### src/ate_pkg.sv
// Shared constants, types and tables for the accelerometer tilt estimator.
// Used by the controller, the datapath and its arithmetic units.
package ate_pkg;

  // Algorithm settings
  localparam int CORDIC_STEPS    = 16;
  localparam int ANGLE_FRAC_BITS = 7;
  localparam int PRE_SHIFT       = 8;
  localparam int ACC_FRAC        = 20;
  localparam int TABLE_LEN       = 24;

  // Port field widths
  localparam int IN_W    = 16;
  localparam int ROLL_W  = 16;
  localparam int PITCH_W = 15;

  // CORDIC vector and angle accumulator widths
  localparam int VEC_W = 27;
  localparam int ACC_W = 30;

  // Magnitude unit widths: radicand is (y^2 + z^2) scaled by 2^(2*PRE_SHIFT)
  localparam int SQ_W   = 2 * IN_W;
  localparam int RAD_W  = SQ_W + 2 * PRE_SHIFT;
  localparam int ROOT_W = RAD_W / 2;
  localparam int REM_W  = ROOT_W + 3;

  // Step counter covers the root digits and every CORDIC step
  localparam int CNT_W = $clog2(ROOT_W);

  // Output angle scaling
  localparam int ANG_W  = 9 + ANGLE_FRAC_BITS;
  localparam int RND_SH = ACC_FRAC - ANGLE_FRAC_BITS;
  localparam int SCL_W  = ACC_W - RND_SH;
  localparam logic signed [ANG_W-1:0] FULL_ANG = ANG_W'(180 << ANGLE_FRAC_BITS);
  localparam logic signed [ANG_W-1:0] HALF_ANG = ANG_W'(90 << ANGLE_FRAC_BITS);
  localparam logic signed [ACC_W-1:0] START_Z  = ACC_W'(180 << ACC_FRAC);

  // Smoothing: divide by five through a reciprocal multiply
  localparam int SUM_W   = ANG_W + 3;
  localparam int DIV_SH  = ANG_W + 4;
  localparam int MUL_W   = DIV_SH - 2;
  localparam logic [MUL_W-1:0] DIV_MUL = MUL_W'((64'd1 << DIV_SH) / 5 + 1);

  // Controller states
  typedef enum logic [3:0] {
    ST_IDLE,
    ST_SQY,
    ST_SQZ,
    ST_ROOT,
    ST_LOADP,
    ST_PITCH,
    ST_FINP,
    ST_SMR,
    ST_SMP
  } state_e;

  // Controller to datapath commands
  typedef struct packed {
    logic             load;
    logic             sq_y;
    logic             sq_z;
    logic             root_step;
    logic             cordic_step;
    logic             load_pitch;
    logic             fin_pitch;
    logic             smooth_roll;
    logic             smooth_pitch;
    logic [CNT_W-1:0] step;
  } cmd_t;

  // Datapath to controller status
  typedef struct packed {
    logic out_busy;
  } status_t;

  // atan(2^-i) in units of 2^-20 degree
  function automatic logic signed [ACC_W-1:0] atan_tab(input logic [CNT_W-1:0] idx);
    logic signed [ACC_W-1:0] v;
    case (idx)
      5'd0:    v = ACC_W'(47185920);
      5'd1:    v = ACC_W'(27855475);
      5'd2:    v = ACC_W'(14718068);
      5'd3:    v = ACC_W'(7471121);
      5'd4:    v = ACC_W'(3750058);
      5'd5:    v = ACC_W'(1876857);
      5'd6:    v = ACC_W'(938658);
      5'd7:    v = ACC_W'(469357);
      5'd8:    v = ACC_W'(234682);
      5'd9:    v = ACC_W'(117342);
      5'd10:   v = ACC_W'(58671);
      5'd11:   v = ACC_W'(29335);
      5'd12:   v = ACC_W'(14668);
      5'd13:   v = ACC_W'(7334);
      5'd14:   v = ACC_W'(3667);
      5'd15:   v = ACC_W'(1833);
      5'd16:   v = ACC_W'(917);
      5'd17:   v = ACC_W'(458);
      5'd18:   v = ACC_W'(229);
      5'd19:   v = ACC_W'(115);
      5'd20:   v = ACC_W'(57);
      5'd21:   v = ACC_W'(29);
      5'd22:   v = ACC_W'(14);
      5'd23:   v = ACC_W'(7);
      default: v = '0;
    endcase
    return v;
  endfunction

endpackage

### src/accel_tilt_estimator.sv
// Accelerometer tilt estimator: roll and pitch by CORDIC, smoothed per sample.
// A request runs through the squares, the 24-step magnitude root (roll CORDIC runs
// alongside), the 16-step pitch CORDIC and smoothing before its result is valid.
// A new request is accepted only after the previous one has been smoothed into the output register.
// A finished result waits in the output register while the next request runs.
// Reset clears the controller, the output valid and both smoothed angles.
module accel_tilt_estimator import ate_pkg::*; (
  input  logic                      clk_i,
  input  logic                      rst_ni,
  input  logic                      in_valid_i,
  output logic                      in_stall_o,
  input  logic signed [IN_W-1:0]    accel_x_i,
  input  logic signed [IN_W-1:0]    accel_y_i,
  input  logic signed [IN_W-1:0]    accel_z_i,
  output logic                      out_valid_o,
  input  logic                      out_stall_i,
  output logic signed [ROLL_W-1:0]  roll_angle_o,
  output logic signed [PITCH_W-1:0] pitch_angle_o
);

  cmd_t    cmd;
  status_t status;

  ate_ctrl u_ctrl (
    .clk_i      (clk_i),
    .rst_ni     (rst_ni),
    .in_valid_i (in_valid_i),
    .in_stall_o (in_stall_o),
    .status_i   (status),
    .cmd_o      (cmd)
  );

  ate_datapath u_datapath (
    .clk_i         (clk_i),
    .rst_ni        (rst_ni),
    .cmd_i         (cmd),
    .status_o      (status),
    .accel_x_i     (accel_x_i),
    .accel_y_i     (accel_y_i),
    .accel_z_i     (accel_z_i),
    .out_stall_i   (out_stall_i),
    .out_valid_o   (out_valid_o),
    .roll_angle_o  (roll_angle_o),
    .pitch_angle_o (pitch_angle_o)
  );

endmodule

### src/ate_cordic.sv
// CORDIC vectoring unit: one micro-rotation per step, angle in 2^-20 degree.
// Depends on ate_pkg for widths and the arctangent table.
module ate_cordic import ate_pkg::*; (
  input  logic                    clk_i,
  input  logic                    load_i,
  input  logic                    step_i,
  input  logic [CNT_W-1:0]        idx_i,
  input  logic signed [VEC_W-1:0] x_i,
  input  logic signed [VEC_W-1:0] y_i,
  output logic signed [ACC_W-1:0] z_o,
  output logic                    zero_o
);

  logic signed [VEC_W-1:0] x_q, y_q;
  logic signed [ACC_W-1:0] z_q;
  logic                    zero_q;
  logic signed [VEC_W-1:0] xs, ys;
  logic signed [ACC_W-1:0] ang;

  // Shifted operands and table angle for the current step
  always_comb begin
    xs  = x_q >>> idx_i;
    ys  = y_q >>> idx_i;
    ang = atan_tab(idx_i);
  end

  // Vector load with half-plane fold, then micro-rotations toward y = 0
  always_ff @(posedge clk_i) begin
    if (load_i) begin
      zero_q <= (x_i == '0) && (y_i == '0);
      if (x_i < 0) begin
        x_q <= -x_i;
        y_q <= -y_i;
        z_q <= (y_i >= 0) ? START_Z : -START_Z;
      end else begin
        x_q <= x_i;
        y_q <= y_i;
        z_q <= '0;
      end
    end else if (step_i) begin
      if (y_q >= 0) begin
        x_q <= x_q + ys;
        y_q <= y_q - xs;
        z_q <= z_q + ang;
      end else begin
        x_q <= x_q - ys;
        y_q <= y_q + xs;
        z_q <= z_q - ang;
      end
    end
  end

  assign z_o    = z_q;
  assign zero_o = zero_q;

endmodule

### src/ate_isqrt.sv
// Bit-serial integer square root: one result bit per step, restoring form.
// Depends on ate_pkg for the radicand and root widths.
module ate_isqrt import ate_pkg::*; (
  input  logic              clk_i,
  input  logic              load_i,
  input  logic              step_i,
  input  logic [SQ_W-1:0]   sq_i,
  output logic [ROOT_W-1:0] root_o
);

  logic [RAD_W-1:0]  rad_q;
  logic [REM_W-1:0]  rem_q;
  logic [ROOT_W-1:0] root_q;
  logic [REM_W-1:0]  rem_n, trial;

  // Bring down the next two radicand bits and form the trial subtrahend
  always_comb begin
    rem_n = {rem_q[REM_W-3:0], rad_q[RAD_W-1 -: 2]};
    trial = {1'b0, root_q, 2'b01};
  end

  always_ff @(posedge clk_i) begin
    if (load_i) begin
      rad_q  <= {sq_i, {(2 * PRE_SHIFT){1'b0}}};
      rem_q  <= '0;
      root_q <= '0;
    end else if (step_i) begin
      rad_q <= {rad_q[RAD_W-3:0], 2'b00};
      if (rem_n >= trial) begin
        rem_q  <= rem_n - trial;
        root_q <= {root_q[ROOT_W-2:0], 1'b1};
      end else begin
        rem_q  <= rem_n;
        root_q <= {root_q[ROOT_W-2:0], 1'b0};
      end
    end
  end

  assign root_o = root_q;

endmodule

### src/ate_datapath.sv
// Datapath: sample registers, squares, magnitude root, shared CORDIC,
// angle scaling, smoothing and the output register. Uses ate_pkg,
// ate_cordic and ate_isqrt.
module ate_datapath import ate_pkg::*; (
  input  logic                      clk_i,
  input  logic                      rst_ni,
  input  cmd_t                      cmd_i,
  output status_t                   status_o,
  input  logic signed [IN_W-1:0]    accel_x_i,
  input  logic signed [IN_W-1:0]    accel_y_i,
  input  logic signed [IN_W-1:0]    accel_z_i,
  input  logic                      out_stall_i,
  output logic                      out_valid_o,
  output logic signed [ROLL_W-1:0]  roll_angle_o,
  output logic signed [PITCH_W-1:0] pitch_angle_o
);

  logic signed [IN_W-1:0]    ax_q, ay_q, az_q;
  logic [SQ_W-1:0]           sq_q;
  logic signed [ANG_W-1:0]   roll_meas_q, pitch_meas_q;
  logic signed [ANG_W-1:0]   prev_roll_q, prev_pitch_q;
  logic                      out_valid_q;
  logic signed [ROLL_W-1:0]  roll_out_q;
  logic signed [PITCH_W-1:0] pitch_out_q;

  logic signed [IN_W-1:0]    mul_op;
  logic signed [SQ_W-1:0]    prod;
  logic [SQ_W-1:0]           sq_sum;
  logic signed [VEC_W-1:0]   cx, cy;
  logic signed [ACC_W-1:0]   cz;
  logic                      czero;
  logic [ROOT_W-1:0]         root;
  logic signed [ANG_W-1:0]   scaled;
  logic signed [ANG_W-1:0]   sm_last, sm_meas, sm_res;

  // Widen a sample and scale it into the CORDIC range
  function automatic logic signed [VEC_W-1:0] widen(input logic signed [IN_W-1:0] v);
    logic signed [VEC_W-1:0] e;
    e = {{(VEC_W - IN_W){v[IN_W-1]}}, v};
    return e <<< PRE_SHIFT;
  endfunction

  // Round the accumulator to output units and clamp to +-limit; a zero vector gives zero
  function automatic logic signed [ANG_W-1:0] to_angle(input logic signed [ACC_W-1:0] z,
                                                       input logic zero,
                                                       input logic signed [ANG_W-1:0] lim);
    logic signed [ACC_W-1:0] t;
    logic signed [SCL_W-1:0] r, l;
    logic signed [ANG_W-1:0] res;
    t = z + ACC_W'(64'd1 << (RND_SH - 1));
    r = t[ACC_W-1:RND_SH];
    l = {{(SCL_W - ANG_W){lim[ANG_W-1]}}, lim};
    if (zero)       res = '0;
    else if (r > l) res = lim;
    else if (r < -l) res = -lim;
    else            res = r[ANG_W-1:0];
    return res;
  endfunction

  // (3*last + 2*meas)/5 rounded to nearest, by reciprocal multiply
  function automatic logic signed [ANG_W-1:0] smooth(input logic signed [ANG_W-1:0] last,
                                                     input logic signed [ANG_W-1:0] meas);
    logic signed [SUM_W-1:0]   l, m, s;
    logic [SUM_W-1:0]          a;
    logic [SUM_W+MUL_W-1:0]    p;
    logic signed [ANG_W-1:0]   q;
    l = {{(SUM_W - ANG_W){last[ANG_W-1]}}, last};
    m = {{(SUM_W - ANG_W){meas[ANG_W-1]}}, meas};
    s = (l <<< 1) + l + (m <<< 1);
    a = (s < 0) ? SUM_W'(-s) + SUM_W'(2) : SUM_W'(s) + SUM_W'(2);
    p = {{MUL_W{1'b0}}, a} * {{SUM_W{1'b0}}, DIV_MUL};
    q = p[DIV_SH +: ANG_W];
    return (s < 0) ? -q : q;
  endfunction

  // One squarer shared by the y and z terms
  always_comb begin
    mul_op = cmd_i.sq_z ? az_q : ay_q;
    prod   = mul_op * mul_op;
    sq_sum = sq_q + SQ_W'(prod);
  end

  // CORDIC source: roll vector straight from the request, pitch from registers
  always_comb begin
    if (cmd_i.load) begin
      cx = widen(accel_z_i);
      cy = widen(accel_y_i);
    end else begin
      cx = {{(VEC_W - ROOT_W){1'b0}}, root};
      cy = -widen(ax_q);
    end
  end

  ate_cordic u_cordic (
    .clk_i  (clk_i),
    .load_i (cmd_i.load | cmd_i.load_pitch),
    .step_i (cmd_i.cordic_step),
    .idx_i  (cmd_i.step),
    .x_i    (cx),
    .y_i    (cy),
    .z_o    (cz),
    .zero_o (czero)
  );

  ate_isqrt u_isqrt (
    .clk_i  (clk_i),
    .load_i (cmd_i.sq_z),
    .step_i (cmd_i.root_step),
    .sq_i   (sq_sum),
    .root_o (root)
  );

  // Scaling limit follows the angle being finished; smoothing operand select
  always_comb begin
    scaled  = to_angle(cz, czero, cmd_i.load_pitch ? FULL_ANG : HALF_ANG);
    sm_last = cmd_i.smooth_pitch ? prev_pitch_q : prev_roll_q;
    sm_meas = cmd_i.smooth_pitch ? pitch_meas_q : roll_meas_q;
    sm_res  = smooth(sm_last, sm_meas);
  end

  // Sample, square, measured-angle and output angle registers
  always_ff @(posedge clk_i) begin
    if (cmd_i.load) begin
      ax_q <= accel_x_i;
      ay_q <= accel_y_i;
      az_q <= accel_z_i;
    end
    if (cmd_i.sq_y)       sq_q         <= SQ_W'(prod);
    if (cmd_i.load_pitch) roll_meas_q  <= scaled;
    if (cmd_i.fin_pitch)  pitch_meas_q <= scaled;
    if (cmd_i.smooth_pitch) begin
      roll_out_q  <= prev_roll_q[ROLL_W-1:0];
      pitch_out_q <= sm_res[PITCH_W-1:0];
    end
  end

  // Filter state and output valid
  always_ff @(posedge clk_i or negedge rst_ni) begin
    if (!rst_ni) begin
      prev_roll_q  <= '0;
      prev_pitch_q <= '0;
      out_valid_q  <= 1'b0;
    end else begin
      if (cmd_i.smooth_roll)  prev_roll_q  <= sm_res;
      if (cmd_i.smooth_pitch) prev_pitch_q <= sm_res;
      if (cmd_i.smooth_pitch) begin
        out_valid_q <= 1'b1;
      end else if (!out_stall_i) begin
        out_valid_q <= 1'b0;
      end
    end
  end

  assign status_o.out_busy = out_valid_q & out_stall_i;
  assign out_valid_o       = out_valid_q;
  assign roll_angle_o      = roll_out_q;
  assign pitch_angle_o     = pitch_out_q;

endmodule

### src/ate_ctrl.sv
// Controller: sequences squares, root, both CORDIC passes and smoothing.
// Depends on ate_pkg for the state enum and command/status structs.
module ate_ctrl import ate_pkg::*; (
  input  logic    clk_i,
  input  logic    rst_ni,
  input  logic    in_valid_i,
  output logic    in_stall_o,
  input  status_t status_i,
  output cmd_t    cmd_o
);

  localparam logic [CNT_W-1:0] ROOT_LAST   = CNT_W'(ROOT_W - 1);
  localparam logic [CNT_W-1:0] CORDIC_LAST = CNT_W'(CORDIC_STEPS - 1);
  localparam logic [CNT_W-1:0] CORDIC_CNT  = CNT_W'(CORDIC_STEPS);

  state_e           state_q, state_d;
  logic [CNT_W-1:0] cnt_q, cnt_d;

  // State and step counter
  always_ff @(posedge clk_i or negedge rst_ni) begin
    if (!rst_ni) begin
      state_q <= ST_IDLE;
      cnt_q   <= '0;
    end else begin
      state_q <= state_d;
      cnt_q   <= cnt_d;
    end
  end

  // Next state and commands
  always_comb begin
    state_d    = state_q;
    cnt_d      = cnt_q;
    cmd_o      = '0;
    cmd_o.step = cnt_q;
    in_stall_o = 1'b1;
    case (state_q)
      ST_IDLE: begin
        in_stall_o = 1'b0;
        if (in_valid_i) begin
          cmd_o.load = 1'b1;
          state_d    = ST_SQY;
        end
      end
      ST_SQY: begin
        cmd_o.sq_y = 1'b1;
        state_d    = ST_SQZ;
      end
      ST_SQZ: begin
        cmd_o.sq_z = 1'b1;
        cnt_d      = '0;
        state_d    = ST_ROOT;
      end
      // Root digits and roll rotations share the counter
      ST_ROOT: begin
        cmd_o.root_step   = 1'b1;
        cmd_o.cordic_step = (cnt_q < CORDIC_CNT);
        if (cnt_q == ROOT_LAST) begin
          cnt_d   = '0;
          state_d = ST_LOADP;
        end else begin
          cnt_d = cnt_q + 1'b1;
        end
      end
      ST_LOADP: begin
        cmd_o.load_pitch = 1'b1;
        cnt_d            = '0;
        state_d          = ST_PITCH;
      end
      ST_PITCH: begin
        cmd_o.cordic_step = 1'b1;
        if (cnt_q == CORDIC_LAST) begin
          cnt_d   = '0;
          state_d = ST_FINP;
        end else begin
          cnt_d = cnt_q + 1'b1;
        end
      end
      ST_FINP: begin
        cmd_o.fin_pitch = 1'b1;
        state_d         = ST_SMR;
      end
      ST_SMR: begin
        cmd_o.smooth_roll = 1'b1;
        state_d           = ST_SMP;
      end
      // Hold until the output register is free
      ST_SMP: begin
        if (!status_i.out_busy) begin
          cmd_o.smooth_pitch = 1'b1;
          state_d            = ST_IDLE;
        end
      end
      default: begin
        state_d = ST_IDLE;
      end
    endcase
  end

endmodule

### config.mk
export PLATFORM = sky130hd
export DESIGN_NAME = accel_tilt_estimator
export DESIGN_NICKNAME = d
export VERILOG_FILES = /design/src/ate_pkg.sv /design/src/accel_tilt_estimator.sv /design/src/ate_cordic.sv /design/src/ate_isqrt.sv /design/src/ate_datapath.sv /design/src/ate_ctrl.sv
export SDC_FILE = /design/constraint.sdc
export NUM_CORES = 2
export LEC_CHECK = 0
export ABC_AREA = 1
export BUFFER_PORTS_ARGS = -buffer_cell sky130_fd_sc_hd__buf_2
export CAP_MARGIN = 0
export CORE_AREA = 10 10 278 280
export CTS_CLUSTER_DIAMETER = 120
export DETAILED_ROUTE_END_ITERATION = 6
export DIE_AREA = 0 0 288 290
export PLACE_DENSITY = 0.76
export SKIP_CTS_REPAIR_TIMING = 1
export SYNTH_ARGS = -nofsm -noshare
export SYNTH_HDL_FRONTEND = slang
export SYNTH_SLANG_ARGS = --single-unit
### constraint.sdc
create_clock -name clk_i -period 15.1 [get_ports clk_i]
set_input_delay 2.265 -clock clk_i [delete_from_list [all_inputs] [get_ports clk_i]]
set_output_delay 2.265 -clock clk_i [all_outputs]
set_load 0.01 [all_outputs]
==> qor.yml <==
synth_top_family_by_area: "adder cells"
yosys-top-cells-area: "edfxtp_1, fa_1, ha_1"
core-area_mm2: 0.0714
drtIter0Drc: 3024
drv_cap: 0
numClockSinks: 350
syn_inst: 5467
hp-class: "reg2reg"
routedWlPerCell_um: 17.8
clock_path_buffers: 3
slew_viol_final: 0
ys_ff_latch: 350
yosys_warnings: 0
synth_edf_count: 259
fin_skew_ns: 0.0196
fillers: 6344
die_w_um: 288
rsz0062_at_grt: "false"
antenna_found_initial: 5
ys_types: 82
synth-simple-area-share: 0.182
critPathMaxFanout: 37
die_height_um: 290
synth_compound_area_frac: 0.143
drt_wl_total_mm: 116
yosysMostFrequentCell: "nand2_1"
synth_top_cell_by_area: "edfxtp_1"
syn2layout_area_growth_pct: 6.18
synth_xor_area_frac: 0.0464
cts_buffers: 40
firstDrtPassIters: 6
dp_hpwl_mm: 92.5
drc: 0
grt_max_degree: 70
crit_type: "in2reg"
netlist_area_mm2: 0.0426
drt-vias-per-instance: 5.62
start_util: 0.596
layout-drive-gt1-share: 0.0537
yosysSeqAreaShare: 0.230
final.setup.tns_ns: 0
cpMostUsedCell: "nand2_1"
cts-root-buf: "clkbuf_16"
rows: 98
synthTopCellsByCount: "nand2_1, inv_1, nor2_1, ha_1, o21ai_0"
slowest_delay_ns: 0.56
h-tree-depth: 2
fin_nets: 6312
start_kind: "input pin"
synth_fp_nets: 6283
path_clk_slew_ns: 0.06
tightest_slew_ns: 1.21
grt_first_pass_wirelength_mm: 187
required_ns: 15.42
async_reset_ff_frac: 0.120
cts_tree: "built"
pre_cts_ws_ns: 1.99
synth_top_area_share: 0.183
setup_viol: 0
hold_violations: 0
instances_no_fill: 6480
place.gp.congestion: 0.966
period_needed_ns: 12.69
synth.area.mux_share: 0.00661
io_buffers: 84
track_usage: 0.276
dp.cells: 6404
insertion_delay_ns: 0.58
arrival_ns: 13.01
dieArea_mm2: 0.0835
whs_ns: 0.473
fin_ws_ns: 2.41
status: "finished, final reports clean"
relSlewSlack: 0.192
regArea_mm2: 0.00981
detail-route-antenna-nets: 0
vias: 36403
multi_input_area_mm2: 0.0284
crit_path_end_kind: "register"
fmaxAchievable_mhz: 78.8
period_share: 0.840
avgSynthCellArea_um2: 7.79
synth_top_flop_cell: "edfxtp_1"
overflow: 0
synth-adder-area-share: 0.288
grt_pass1_vias: 35763
ios: 85
cp_slowest_cell: "fa_1"
cells in the final DEF, fill, tap and decap left out, types with 40 or more instances in the layout:
master,count
nor3_1,61
inv_1,977
ha_1,404
dfxtp_1,49
o21ai_1,102
nor2_1,419
clkbuf_16,43
dfrtp_1,41
xor2_1,130
nand4_1,40
edfxtp_1,259
a21oi_1,368
nand3_1,153
buf_4,42
fa_1,360
o21ai_0,390
nand2_1,1098
buf_2,84
xnor2_1,92
registers in the layout, indices dropped and copies added (netlist names):
| register | flops |
|---|---|
| u_datapath.az_q | 16 |
| u_ctrl.state_q | 4 |
| u_datapath.pitch_angle_o | 15 |
| u_datapath.pitch_meas_q | 16 |
| u_datapath.ax_q | 16 |
| u_ctrl.cnt_q | 5 |
| u_datapath.u_isqrt.rad_q | 32 |
| u_datapath.sq_q | 31 |
| u_datapath.ay_q | 16 |
| u_datapath.u_cordic.y_q | 27 |
| u_datapath.roll_meas_q | 16 |
| u_datapath.u_isqrt.rem_q | 25 |
| u_datapath.prev_pitch_q | 16 |
| u_datapath.u_cordic.z_o | 30 |
| u_datapath.u_cordic.zero_o | 1 |
| u_datapath.u_isqrt.root_o | 24 |
| u_datapath.u_cordic.x_q | 27 |
| u_datapath.roll_angle_o | 16 |
| u_datapath.out_valid_o | 1 |
| u_datapath.prev_roll_q | 16 |
cells by family (layout without fill, tap and decap cells):
family | Yosys count | count (layout)
other | 0 | 3
buffers and inverters | 1132 | 1192
AOI/OAI and AO/OA | 1093 | 1093
adders and majority gates | 764 | 764
muxes | 28 | 28
and+or+nand+nor | 1876 | 1876
DFF | 350 | 350
xor gates and xnor gates | 224 | 224
critical path: cells and delay by family:
kind | cells | cell delay, ns
xor+xnor | 1 | 0.27
simple gates | 20 | 3.08
fa+ha+maj | 10 | 4.23
buf+inv | 10 | 1.47
compound gates | 7 | 1.67
path summary, 6_finish.rpt:
| check | from | end | slack (ns) | depth (start not counted) |
|---|---|---|---|---|
| max reg2reg | u_ctrl.state_q[2] | u_datapath.u_isqrt.rad_q[46] | 2.89 | 38 |
| min | u_datapath.u_isqrt.rem_q[20] | u_datapath.u_isqrt.rem_q[20] | 0.47 | 2 |
| min reg2reg | u_datapath.u_isqrt.rem_q[20] | u_datapath.u_isqrt.rem_q[20] | 0.47 | 2 |
| max | out_stall_i | u_datapath.pitch_angle_o[14] | 2.41 | 48 |
| min in group asynchronous | rst_ni | u_ctrl.cnt_q[2] | 1.86 | 1 |
| max in group asynchronous | rst_ni | u_ctrl.cnt_q[0] | 12.55 | 1 |
stage by stage:
stage / util / instance area (um^2)
detailed placement: 0.615 / 43900
floorplan: - / 42600
global placement: 0.615 / 43900
CTS: 0.633 / 45200
global route: 0.633 / 45200
finish: 0.633 / 45200
layer usage:
layer / GRT usage / vias up / routed length [um]
met5: 0 / - / 27
met4: 0.0919 / 4 / 4170
met3: 0.0313 / 233 / 6660
met2: 0.460 / 1090 / 54700
met1: 0.368 / 17286 / 50000
li1: - / 17790 / -
area by class of cell:
class / count / area share
well taps: 950 / 0.0263
inverters: 993 / 0.0826
diodes: 3 / 0.000166
repair buffers: 126 / 0.0163
flip-flops and latches: 350 / 0.217
multi-input cells: 3985 / 0.629
clock inverters: 20 / 0.00363
clock buffers: 53 / 0.0253
Power is not shown: default switching activity piles up to over one toggle a cycle in this logic, so the estimate is an artifact.
